## config.mk

```make
export PLATFORM = sky130hd
export DESIGN_NAME = dda_line_rasterizer_core
export DESIGN_NICKNAME = d
export VERILOG_FILES = /design/src/rtl/dda_lr_pkg.sv /design/src/rtl/dda_lr_datapath.sv /design/src/rtl/dda_lr_ctrl.sv /design/src/rtl/dda_line_rasterizer_core.sv
export SDC_FILE = /design/constraint.sdc
export NUM_CORES = 1
export LEC_CHECK = 0
export BUFFER_PORTS_ARGS = -buffer_cell sky130_fd_sc_hd__buf_4
export CORE_ASPECT_RATIO = 0.6
export CORE_MARGIN = 1
export CORE_UTILIZATION = 57
export DETAILED_ROUTE_END_ITERATION = 8
export PLACE_DENSITY = 0.82
export SLEW_MARGIN = 25
export SYNTH_ARGS = -nofsm -noshare
export SYNTH_HDL_FRONTEND = slang
export SYNTH_SLANG_ARGS = --single-unit
```

## constraint.sdc

```tcl
create_clock -name clk -period 4.6 [get_ports clk]
set_clock_uncertainty 0.2 [all_clocks]
set_input_delay 0.92 -clock clk [delete_from_list [all_inputs] [get_ports clk]]
set_output_delay 0.92 -clock clk [all_outputs]
set_load 0.03 [all_outputs]
```

## src/rtl/dda_lr_pkg.sv

```systemverilog
`default_nettype none

package dda_lr_pkg;

	localparam int COORD_BITS  = 10;
	localparam int FRAC_BITS   = 16;
	localparam int COLOUR_BITS = 4;

	// Accumulators: sign, COORD_BITS integer bits, FRAC_BITS fraction bits.
	localparam int ACC_BITS = COORD_BITS + FRAC_BITS + 1;
	// Increments: sign, one integer bit, FRAC_BITS fraction bits.
	localparam int INC_BITS = FRAC_BITS + 2;
	// Dividend of the slope division.
	localparam int NUM_BITS = COORD_BITS + FRAC_BITS;
	localparam int CNT_BITS = $clog2(NUM_BITS);

	localparam int S_FIELD_BITS = 4 * COORD_BITS + COLOUR_BITS;
	localparam int S_TDATA_BITS = ((S_FIELD_BITS + 7) / 8) * 8;
	localparam int M_FIELD_BITS = 2 * COORD_BITS + COLOUR_BITS;
	localparam int M_TDATA_BITS = ((M_FIELD_BITS + 7) / 8) * 8;

	localparam logic FUNC_START = 1'b0;
	localparam logic FUNC_STEP  = 1'b1;

	typedef struct packed {
		logic load;
		logic div_step;
		logic div_last;
		logic emit;
	} dda_lr_cmd_t;

	typedef struct packed {
		logic steps_zero;
		logic last;
	} dda_lr_sts_t;

endpackage

`default_nettype wire

```

## src/rtl/dda_lr_datapath.sv

```systemverilog
`default_nettype none

module dda_lr_datapath (
	input  wire logic                                  clk,
	input  wire logic [dda_lr_pkg::S_TDATA_BITS-1:0]   s_tdata,
	input  wire dda_lr_pkg::dda_lr_cmd_t               cmd,
	output dda_lr_pkg::dda_lr_sts_t                    sts,
	output logic [dda_lr_pkg::COORD_BITS-1:0]          pix_x,
	output logic [dda_lr_pkg::COORD_BITS-1:0]          pix_y,
	output logic [dda_lr_pkg::COLOUR_BITS-1:0]         pix_colour,
	output logic                                       pix_last
);

	localparam int C   = dda_lr_pkg::COORD_BITS;
	localparam int F   = dda_lr_pkg::FRAC_BITS;
	localparam int ACC = dda_lr_pkg::ACC_BITS;
	localparam int INC = dda_lr_pkg::INC_BITS;
	localparam int NUM = dda_lr_pkg::NUM_BITS;
	localparam int COL = dda_lr_pkg::COLOUR_BITS;

	localparam logic [ACC:0] HALF    = (ACC + 1)'(1) << (F - 1);
	localparam logic [C-1:0] MAX_CRD = {C{1'b1}};

	typedef struct packed {
		logic [C-1:0]   rem;
		logic [NUM-1:0] quo;
	} div_lane_t;

	function automatic div_lane_t div_iter(input logic [C-1:0] rem,
	                                       input logic [NUM-1:0] quo,
	                                       input logic [C-1:0] dvs);
		logic [C:0] trial;
		logic [C:0] diff;
		div_lane_t  r;
		trial = {rem, quo[NUM-1]};
		diff  = trial - {1'b0, dvs};
		if (trial >= {1'b0, dvs}) begin
			r.rem = diff[C-1:0];
			r.quo = {quo[NUM-2:0], 1'b1};
		end else begin
			r.rem = trial[C-1:0];
			r.quo = {quo[NUM-2:0], 1'b0};
		end
		return r;
	endfunction

	function automatic logic [C-1:0] round_coord(input logic [ACC-1:0] acc);
		logic [ACC:0] r;
		logic [C:0]   v;
		logic [C-1:0] res;
		r = {acc[ACC-1], acc} + HALF;
		v = r[C+F:F];
		if (r[ACC]) begin
			res = '0;
		end else if (v > {1'b0, MAX_CRD}) begin
			res = MAX_CRD;
		end else begin
			res = v[C-1:0];
		end
		return res;
	endfunction

	function automatic logic [INC-1:0] signed_inc(input logic [NUM-1:0] quo,
	                                              input logic neg);
		logic [INC-1:0] mag;
		mag = {1'b0, quo[F:0]};
		return neg ? (INC)'(-mag) : mag;
	endfunction

	function automatic logic [ACC-1:0] add_inc(input logic [ACC-1:0] acc,
	                                           input logic [INC-1:0] inc);
		return acc + {{(ACC - INC){inc[INC-1]}}, inc};
	endfunction

	logic [C-1:0]   ax, ay, bx, by;
	logic [COL-1:0] in_colour;
	logic [C-1:0]   adx, ady, steps;
	logic [NUM-1:0] x_num, y_num;

	logic [ACC-1:0] x_acc_q, y_acc_q;
	logic [INC-1:0] x_inc_q, y_inc_q;
	logic [C-1:0]   steps_q, left_q;
	logic [COL-1:0] colour_q;
	logic           x_neg_q, y_neg_q;
	logic [C-1:0]   x_rem_q, y_rem_q;
	logic [NUM-1:0] x_quo_q, y_quo_q;
	div_lane_t      x_next, y_next;

	logic [C-1:0]   pix_x_q, pix_y_q;
	logic [COL-1:0] pix_colour_q;
	logic           pix_last_q;

	assign ax        = s_tdata[C-1:0];
	assign ay        = s_tdata[2*C-1:C];
	assign bx        = s_tdata[3*C-1:2*C];
	assign by        = s_tdata[4*C-1:3*C];
	assign in_colour = s_tdata[4*C+COL-1:4*C];

	assign adx   = (ax >= bx) ? ax - bx : bx - ax;
	assign ady   = (ay >= by) ? ay - by : by - ay;
	assign steps = (adx > ady) ? adx : ady;
	assign x_num = {adx, {F{1'b0}}} + NUM'(steps >> 1);
	assign y_num = {ady, {F{1'b0}}} + NUM'(steps >> 1);

	assign x_next = div_iter(x_rem_q, x_quo_q, steps_q);
	assign y_next = div_iter(y_rem_q, y_quo_q, steps_q);

	assign sts.steps_zero = (steps_q == '0);
	assign sts.last       = (left_q == '0);

	always_ff @(posedge clk) begin
		if (cmd.load) begin
			x_acc_q  <= {1'b0, ax, {F{1'b0}}};
			y_acc_q  <= {1'b0, ay, {F{1'b0}}};
			x_inc_q  <= '0;
			y_inc_q  <= '0;
			steps_q  <= steps;
			left_q   <= steps;
			colour_q <= in_colour;
			x_neg_q  <= (bx < ax);
			y_neg_q  <= (by < ay);
			x_rem_q  <= '0;
			y_rem_q  <= '0;
			x_quo_q  <= x_num;
			y_quo_q  <= y_num;
		end else if (cmd.div_step) begin
			x_rem_q <= x_next.rem;
			y_rem_q <= y_next.rem;
			x_quo_q <= x_next.quo;
			y_quo_q <= y_next.quo;
			if (cmd.div_last) begin
				x_inc_q <= signed_inc(x_next.quo, x_neg_q);
				y_inc_q <= signed_inc(y_next.quo, y_neg_q);
			end
		end else if (cmd.emit) begin
			pix_x_q      <= round_coord(x_acc_q);
			pix_y_q      <= round_coord(y_acc_q);
			pix_colour_q <= colour_q;
			pix_last_q   <= sts.last;
			if (!sts.last) begin
				x_acc_q <= add_inc(x_acc_q, x_inc_q);
				y_acc_q <= add_inc(y_acc_q, y_inc_q);
				left_q  <= left_q - C'(1);
			end
		end
	end

	assign pix_x      = pix_x_q;
	assign pix_y      = pix_y_q;
	assign pix_colour = pix_colour_q;
	assign pix_last   = pix_last_q;

endmodule

`default_nettype wire

```

## src/rtl/dda_lr_ctrl.sv

```systemverilog
`default_nettype none

module dda_lr_ctrl (
	input  wire logic                    clk,
	input  wire logic                    arst_n,
	input  wire logic                    s_tvalid,
	input  wire logic                    s_func,
	output logic                         s_tready,
	output logic                         m_tvalid,
	input  wire logic                    m_tready,
	input  wire dda_lr_pkg::dda_lr_sts_t sts,
	output dda_lr_pkg::dda_lr_cmd_t      cmd
);

	typedef enum logic [1:0] {
		IDLE_S,
		DIV_S,
		DRAW_S
	} state_t;

	localparam logic [dda_lr_pkg::CNT_BITS-1:0] DIV_LAST =
		dda_lr_pkg::CNT_BITS'(dda_lr_pkg::NUM_BITS - 1);

	state_t                            state_q;
	logic [dda_lr_pkg::CNT_BITS-1:0]   cnt_q;
	logic                              out_valid_q;
	logic                              accept;

	assign s_tready = (state_q != DIV_S) && (!out_valid_q || m_tready);
	assign m_tvalid = out_valid_q;
	assign accept   = s_tvalid && s_tready;

	always_comb begin
		cmd          = '0;
		cmd.load     = accept && (s_func == dda_lr_pkg::FUNC_START);
		cmd.emit     = accept && (s_func == dda_lr_pkg::FUNC_STEP) && (state_q == DRAW_S);
		cmd.div_step = (state_q == DIV_S) && !sts.steps_zero;
		cmd.div_last = cmd.div_step && (cnt_q == DIV_LAST);
	end

	always_ff @(posedge clk or negedge arst_n) begin
		if (!arst_n) begin
			state_q     <= IDLE_S;
			cnt_q       <= '0;
			out_valid_q <= 1'b0;
		end else begin
			if (cmd.emit) begin
				out_valid_q <= 1'b1;
			end else if (m_tready) begin
				out_valid_q <= 1'b0;
			end
			case (state_q)
				IDLE_S, DRAW_S: begin
					if (cmd.load) begin
						state_q <= DIV_S;
						cnt_q   <= '0;
					end else if (cmd.emit && sts.last) begin
						state_q <= IDLE_S;
					end
				end
				DIV_S: begin
					if (sts.steps_zero || cmd.div_last) begin
						state_q <= DRAW_S;
					end else begin
						cnt_q <= cnt_q + dda_lr_pkg::CNT_BITS'(1);
					end
				end
				default: begin
					state_q <= IDLE_S;
				end
			endcase
		end
	end

endmodule

`default_nettype wire

```

## src/rtl/dda_line_rasterizer_core.sv

```systemverilog
// DDA line rasterizer.
// The input stream carries one command per transaction. tuser selects the
// command: a start transaction latches both endpoints and the pen colour, and
// a step transaction asks for the next pixel of the current line.
// A start produces no output. It computes the step count as the larger of the
// absolute x and y distances and then divides once per axis to get signed
// fixed-point slopes. Each axis has its own divider lane, retiring one quotient
// bit per cycle, so after a start the input is held off until the quotients are
// complete; a line of a single point skips the division.
// While a line is drawn, each step transaction yields one pixel on the output
// stream, in the cycle after acceptance, and a new step may be accepted in every
// cycle while the receiver takes each pixel. The pixel with tlast set is the end
// point, after which the block is idle and ignores steps until the next start.
// A start during a line abandons it. The output holds one registered pixel;
// when the receiver stalls, the input is held off until that pixel is taken.
// Reset clears the controller and the output valid, leaving the block idle.

`default_nettype none

module dda_line_rasterizer_core (
	input  wire logic                                clk,
	input  wire logic                                arst_n,
	input  wire logic                                s_tvalid,
	output logic                                     s_tready,
	// start_x, start_y, end_x, end_y, pen_colour, zero fill.
	input  wire logic [dda_lr_pkg::S_TDATA_BITS-1:0] s_tdata,
	// func.
	input  wire logic                                s_tuser,
	output logic                                     m_tvalid,
	input  wire logic                                m_tready,
	// pixel_x, pixel_y, pixel_colour.
	output logic [dda_lr_pkg::M_TDATA_BITS-1:0]      m_tdata,
	output logic                                     m_tlast
);

	dda_lr_pkg::dda_lr_cmd_t                 cmd;
	dda_lr_pkg::dda_lr_sts_t                 sts;
	logic [dda_lr_pkg::COORD_BITS-1:0]       pix_x, pix_y;
	logic [dda_lr_pkg::COLOUR_BITS-1:0]      pix_colour;

	dda_lr_ctrl u_ctrl (
		.clk      (clk),
		.arst_n   (arst_n),
		.s_tvalid (s_tvalid),
		.s_func   (s_tuser),
		.s_tready (s_tready),
		.m_tvalid (m_tvalid),
		.m_tready (m_tready),
		.sts      (sts),
		.cmd      (cmd)
	);

	dda_lr_datapath u_datapath (
		.clk        (clk),
		.s_tdata    (s_tdata),
		.cmd        (cmd),
		.sts        (sts),
		.pix_x      (pix_x),
		.pix_y      (pix_y),
		.pix_colour (pix_colour),
		.pix_last   (m_tlast)
	);

	assign m_tdata = dda_lr_pkg::M_TDATA_BITS'({pix_colour, pix_y, pix_x});

	a_start_holds_input: assert property (@(posedge clk) disable iff (!arst_n)
		(s_tvalid && s_tready && (s_tuser == dda_lr_pkg::FUNC_START)) |=> !s_tready)
		else $error("input accepted right after a start transaction");

	a_div_blocks_input: assert property (@(posedge clk) disable iff (!arst_n)
		cmd.div_step |-> !s_tready)
		else $error("input ready while the divider runs");

	a_load_emit_exclusive: assert property (@(posedge clk) disable iff (!arst_n)
		!(cmd.load && cmd.emit))
		else $error("load and emit in the same cycle");

	a_out_from_step: assert property (@(posedge clk) disable iff (!arst_n)
		$rose(m_tvalid) |-> $past(s_tvalid && s_tready && (s_tuser == dda_lr_pkg::FUNC_STEP)))
		else $error("output transaction without an accepted step");

endmodule

`default_nettype wire

```

==> results of run 1 <==
-- state kept, by name, indices dropped and copies added (netlist names), 2 cells and up --
signal / flops
u_datapath.pix_x: 10
u_datapath.steps_q: 10
u_datapath.y_inc_q: 18
u_ctrl.cnt_q: 5
u_datapath.x_rem_q: 10
u_datapath.y_rem_q: 10
u_datapath.y_quo_q: 26
u_datapath.y_acc_q: 27
u_datapath.x_acc_q: 27
u_datapath.x_inc_q: 18
u_datapath.colour_q: 4
u_datapath.pix_colour: 4
u_datapath.left_q: 10
u_datapath.pix_y: 10
u_datapath.x_quo_q: 26
u_ctrl.state_q: 2
-- cells in the final DEF, fill, tap and decap left out, types with 8 or more instances in the layout --
cell | netlist | final
a21o_1 | 37 | 37
nand3_1 | 70 | 68
or3_1 | 22 | 22
inv_1 | 111 | 106
nor2b_1 | 19 | 19
mux2i_1 | 22 | 18
nand2_1 | 140 | 134
buf_4 | 2 | 205
o21ai_0 | 126 | 113
dfxtp_1 | 90 | 90
a31oi_1 | 9 | 9
xnor2_1 | 58 | 57
edfxtp_1 | 123 | 123
clkbuf_16 | 0 | 23
a211oi_1 | 45 | 45
xor2_1 | 67 | 67
o31ai_1 | 13 | 13
o21a_1 | 9 | 9
o22ai_1 | 22 | 22
a21oi_1 | 139 | 127
o21bai_1 | 16 | 15
nor2_1 | 135 | 130
o211ai_1 | 9 | 9
and3_1 | 10 | 9
nand4_1 | 21 | 21
nor3_1 | 27 | 27
dfrtp_1 | 8 | 8
and2_1 | 20 | 19
a21oi_2 | 2 | 12
nand2b_1 | 11 | 11
ha_1 | 129 | 127
-- logic make-up (layout without fill, tap and decap cells) --
family | count (synthesis) | in the layout
buffers and inverters | 179 | 371
DFF | 221 | 221
xor gates and xnor gates | 125 | 125
AOI/OAI and AO/OA | 480 | 480
and+or+nand+nor | 504 | 504
adders and majority gates | 137 | 137
muxes | 30 | 30
-- worst paths after layout --
kind	from	endpoint	slack (ps)	depth (start not counted)
setup / recovery	s_tdata[0]	u_datapath.left_q[6]	-290	23
hold / removal	u_datapath.colour_q[3]	u_datapath.pix_colour[3]	220	0
setup reg to reg	u_datapath.steps_q[1]	u_datapath.x_inc_q[14]	300	15
hold reg to reg	u_datapath.colour_q[3]	u_datapath.pix_colour[3]	220	0
max in group asynchronous	arst_n	u_ctrl.cnt_q[2]	3500	2
min in group asynchronous	arst_n	u_ctrl.state_q[0]	570	2
-- final cells by class --
type / instances / area [µm²]
clock inverter: 7 / 77.6
sequential: 221 / 5700
timing repair buffer: 218 / 1720
tap: 352 / 440
inverter: 112 / 433
fill: 1902 / 7610
clock buffer: 34 / 657
multi-input combinational: 1276 / 8870
-- metrics by stage --
step	total power [mW]	instance area [µm²]	setup WS, ps	setup TNS [ps]	utilization
after floorplan	6.16	15000	-607	-15430	-
after CTS	9.53	17700	-146	-2700	0.695
after global placement	7.25	16700	-852	-29030	0.657
after detailed placement	7.43	16700	-1070	-34690	0.657
final	9.76	17900	-289	-7990	0.702
after global routing	10.3	17900	-437	-13330	0.702
-- power by group --
part	total (mW)	switching (mW)	internal, mW
Combinational	4.44	2.52	1.92
Sequential	3.44	0.592	2.85
Clock	1.87	0.815	1.05
-- critical path, stage by stage --
cell	delay [ps]
buf_4	110
inv_1	70
ha_1	170
inv_1	60
fa_2	370
nand3_2	90
a311oi_1	90
or3_1	410
a21oi_4	210
buf_6	170
o211ai_1	120
o41ai_2	100
xor2_1	260
inv_1	80
ha_1	300
nand4_1	160
buf_4	180
o211ai_1	320
nand2_4	170
buf_12	190
nor2_4	80
a21oi_2	50
mux2_2	260
-- routing by layer --
layer,vias to the layer above,GRT usage
li1,6444,-
met1,6365,0.453
met2,611,0.447
met3,70,0.0809
met4,2,0.0580
met5,-,0.0236
-- repair_timing --
item / 4_1_cts / 5_1_grt
pin swaps: 28 / 9
endpoints found under the setup margin: 38 / 40
gates resized for setup: 42 / 33
endpoints found under the hold margin: 8 / 0
cloned: 2 / 0
hold buffers: 1 / 0
buffers inserted: 13 / 3
==> results.md, run 1 <==
- Post-Syn Nets: 1,866
- Pin count of the biggest net entering global routing: 109
- Pre-antenna DRT Iters: 5
- Worst path required time: 4680 ps
- Routed via count: 13.5k
- DIE AREA: 26,900 µm²
- Fmax: 205 MHz
- Avg WL per Cell: 18.8 µm
- DIE WIDTH: 211 µm
- Fin crit share: 1.06
- Final setup vio count: 38
- Worst-margin pin slew: 900 ps
- Type of the tightest min-delay check: flip-flop to flip-flop
- All-Layer GR Usage: 0.306
- Placed cells: 2,165
- Yosys warns: 0
- Mean Syn Cell Area: 8.93 µm²
- Synth area leader: edfxtp_1
- # diodes: 0
- Multiplexer area fraction after synthesis: 0.0207
- Total core area: 25,500 µm²
- Fraction of the yosys area taken by sequential cells: 0.381
- First-pass GRT wire length: 65,600 µm
- # Max-Cap Violations: 0
- DR iter-0 viols: 1,562
- H-tree levels: 1
- CP Class: input pin to flip-flop
- # nets final: 2,042
- Worst Path Max Fanout: 6
- Vias in the first global route: 12.6k
- Placer Congestion: 0.982
- Routed Wire Length: 41,800 µm
- Share of the synthesized area in the top cell type: 0.247
- Post-synth EDFFs: 123
- CTS buffer count: 23
- Setup crit start kind: input pin
- IO buf count: 75
- CTS tree: done
- DRC violations left: 0
- Initial antenna violation count: 0
- Largest family of logic cells by synthesized area: compound AO/OA/AOI/OAI gates
- Most common cell in the netlist: nand2_1
- Metal-1 WL: 19,200 µm
- Top_reg_cell synth: edfxtp_1
- Failing checks: negative setup slack
- Complex-gate fraction of the synthesized area: 0.200
- Unique cell type count in the Yosys netlist: 77
- GRT overflow: 0
- DP HPWL: 30,400 µm
- Final antenna-violating net count: 0
- Clock Root Buffer: clkbuf_16
- PwrDens: 545 nW/µm²
- P&R area growth vs syn: 19.6%
- Chip Height: 128 µm
- CTS sink count: 221
- Setup ws final: -289 ps
- RSZ-0062 raised after global routing: yes
- Synth Instances: 1,676
- CP arrival: 4970 ps
- Largest cells by area after synthesis: edfxtp_1, dfxtp_1, ha_1
- Vias/cell: 6.08
- Most instantiated cells after synthesis: nand2_1, a21oi_1, nor2_1
- Hold Violations, Final: 0
- XOR/XNOR Fraction of Synth Area: 0.0731
- CP Capture Type: flip-flop
- Starting density of the core: 0.587
- Slew Limit Fails: 0
- Synth Cell Area: 15,000 µm²
- Final min period: 4890 ps
- Status: finished, violations left
- DR WL met2: 17,500 µm
- Synthesis-stage register bit count: 221
- P_leak: 7.64 nW
- Slew margin rel.: 0.395
- Adder-Cell Fraction of Synth Area: 0.119
- Worst-path clk slew: 60 ps
- DR top layer: met5
- Row cnt: 45
- Layout cell share with drive strength beyond 1: 0.175
- Clock Latency Late Sink: 530 ps
- Async S/R FF share, synth: 0.0362
- Synth Area in Simple Gates: 0.160
- Clock tree buffer depth: 3
- DR WL met3: 4430 µm
- Hold WS: 221 ps
- Maximum vdd ir drop: 0.000404 V
- Io pins: 80
- Fin cells: 2,220
(Power assumes the default switching activity.)
==> run 2, diff against run 1 <==
--- a/config.mk
+++ b/config.mk
@@ -15,3 +15,4 @@
 export SYNTH_ARGS = -nofsm -noshare
 export SYNTH_HDL_FRONTEND = slang
 export SYNTH_SLANG_ARGS = --single-unit
+export TNS_END_PERCENT = 20
==> results.md, run 2 (synthesis gave the netlist of run 1 again) <==
- Status: finished, violations left
- Failing checks: negative setup slack
- WP buf/inv: 4
- CP arrival: 4980 ps
- FF-to-FF End: u_datapath.x_inc_q[14]
- CP max-delay cell: o41a_1
- Maximum vdd ir drop: 0.000429 V
- Final setup vio count: 35
- Avg WL per Cell: 18.7 µm
- DIE AREA: 26,900 µm²
- Layout cell share with drive strength beyond 1: 0.162
- PwrDens: 536 nW/µm²
- IO buf count: 75
- DRC violations left: 0
- Regs by FF count: u_datapath.x_acc_q x27, u_datapath.y_acc_q x27
- P_leak: 7.55 nW
- Initial antenna violation count: 1
- Worst path max stage delay: 440 ps
- Clock Root Buffer: clkbuf_16
- Worst-margin pin slew: 905 ps
- Fmax: 203 MHz
- Pre-CTS WS: -1020 ps
- Final min period: 4930 ps
- # diodes: 0
- Fin crit share: 1.07
- Type of the tightest min-delay check: input pin to async pin
- Slew Limit Fails: 0
- CTS buffer count: 22
- Hold Violations, Final: 0
- DR top layer: met4
- DP HPWL: 30,200 µm
- CTS sink count: 221
- Chip Height: 128 µm
- RSZ-0062 raised after global routing: yes
- Worst path required time: 4660 ps
- # Max-Cap Violations: 0
- Io pins: 80
- Routed Wire Length: 41,300 µm
- DR WL met2: 17,400 µm
- Final core occ: 0.693
- CP Capture Type: flip-flop
- Multi-input logic area: 8780 µm²
- Worst Reg-to-Reg Cells: 15
- Row cnt: 45
- Crit Reg-Reg Startpoint: u_datapath.steps_q[1]
- CTS tree: done
- Worst-path clk slew: 60 ps
- GRT overflow: 0
- Routed via count: 13.3k
- Placer Congestion: 0.923
- Worst Path Max Fanout: 4
- Top Family by Delay on Critical Path: compound AO/OA/AOI/OAI gates
- Flop pwr share: 0.361
- Worst-path cell chain: buf_12, inv_12, ha_4, inv_2, fa_2, a21o_1, a21oi_2, a21oi_1, o41a_1, o21bai_1, and4bb_1, a2111o_1, ha_4, a21o_1, a21o_1, a21oi_2, o211ai_1, nand2_2, buf_6, mux2_4, nor2_4, a21oi_2
- Worst path depth: 22
- Final antenna-violating net count: 0
- Most common cell after layout, fill and taps aside: buf_4
- All-Layer GR Usage: 0.305
- # nets final: 2,032
- DR iter-0 viols: 1,591
- Vias in the first global route: 12.4k
- H-tree levels: 1
- P_int: 5.68 mW
- Clock tree buffer depth: 3
- Pre-antenna DRT Iters: 6
- DR WL met3: 3720 µm
- Clock share of power: 0.191
- NetSw: 3.79 mW
- # hold bufs at CTS: 0
- Sw frac: 0.401
- DIE WIDTH: 211 µm
- R2r setup slk: 310 ps
- Setup crit start kind: input pin
- Setup ws final: -327 ps
- CP Class: input pin to flip-flop
- Total core area: 25,500 µm²
- First-pass GRT wire length: 65,300 µm
- Slew margin rel.: 0.392
- Metal-1 WL: 19,600 µm
- Pin count of the biggest net entering global routing: 152
- Vias/cell: 6.01
- Layout fillers: 1,936
- Clock Latency Late Sink: 530 ps
- Combinational power share: 0.448
- Register area: 5700 µm²
- Starting density of the core: 0.587
- Commonest cells after routing, fill and taps aside: buf_4, nand2_1, nor2_1
- P&R area growth vs syn: 18.1%
==> run 2: cell count changes in the layout (fill, tap and decap cells not counted), sizes merged <==
cell / change
buf: -7
clkbuf: +1
dlygate4sd3: -1
inv: -1
clkinv: -1
clkinvlp: -1
==> run 2: power by group through the flow <==
stage               logic [mW]  clock network [mW]  registers [mW]
floorplan                 2.93                   0            3.22
global placement          3.78                   0            3.40
detailed placement        3.94                   0            3.42
CTS                       4.09                1.83            3.39
global route              4.66                1.90            3.48
finish                    4.24                1.81            3.42
==> run 2: metal layers <==
| metal | vias up | global-route usage |
|---|---|---|
| li1 | 6411 | - |
| met1 | 6258 | 0.465 |
| met2 | 549 | 0.448 |
| met3 | 60 | 0.0553 |
| met4 | 0 | 0.0588 |
| met5 | - | 0 |
==> run 2: worst reg2reg max path: cells and delay by family, from the launching register on <==
family | cells | cell delay, ps
adders and majority gates | 2 | 500
and+or+nand+nor | 5 | 1330
buffers and inverters | 1 | 170
AOI/OAI and AO/OA | 6 | 1300
xor gates and xnor gates | 1 | 180
DFF | 1 | 460
==> run 2: how the worst max path moves through the flow <==
stage                 from                     to  slack (ps)
2_1_floorplan  s_tdata[10]   u_datapath.left_q[2]        -610
4_1_cts        s_tdata[10]  u_datapath.y_quo_q[1]        -130
5_1_grt        s_tdata[10]  u_datapath.y_quo_q[1]        -460
3_5_place_dp   s_tdata[10]   u_datapath.left_q[9]       -1020
3_3_place_gp   s_tdata[10]  u_datapath.x_quo_q[7]        -800
6_report       s_tdata[10]  u_datapath.y_quo_q[1]        -330
==> run 2: final cells by class <==
| cell class | instances | area share |
|---|---|---|
| well taps | 352 | 0.0249 |
| flip-flops and latches | 221 | 0.322 |
| clock inverters | 4 | 0.00255 |
| repair buffers | 209 | 0.0914 |
| clock buffers | 36 | 0.0376 |
| multi-input cells | 1276 | 0.496 |
| inverters | 112 | 0.0249 |
==> run 2: metrics by stage <==
stage               cell area [µm²]  power, mW  cells  setup TNS [ps]  hold slack (ps)
finish                        17700       9.47   2210           -7170             15.5
global route                  17700       10.0   2210          -11830             10.3
CTS                           17600       9.30   2209           -1770             9.78
detailed placement            16700       7.36   2155          -32920              205
global placement              16700       7.17   2155          -26340              205
floorplan                     15000       6.15   1676          -15300              200
==> run 2: timing repair <==
action / in CTS / in global routing
pin swaps: 21 / 13
setup buffers: 12 / 3
resized for setup: 34 / 24
setup endpoints to repair: 38 / 41
cloned: 2 / 0
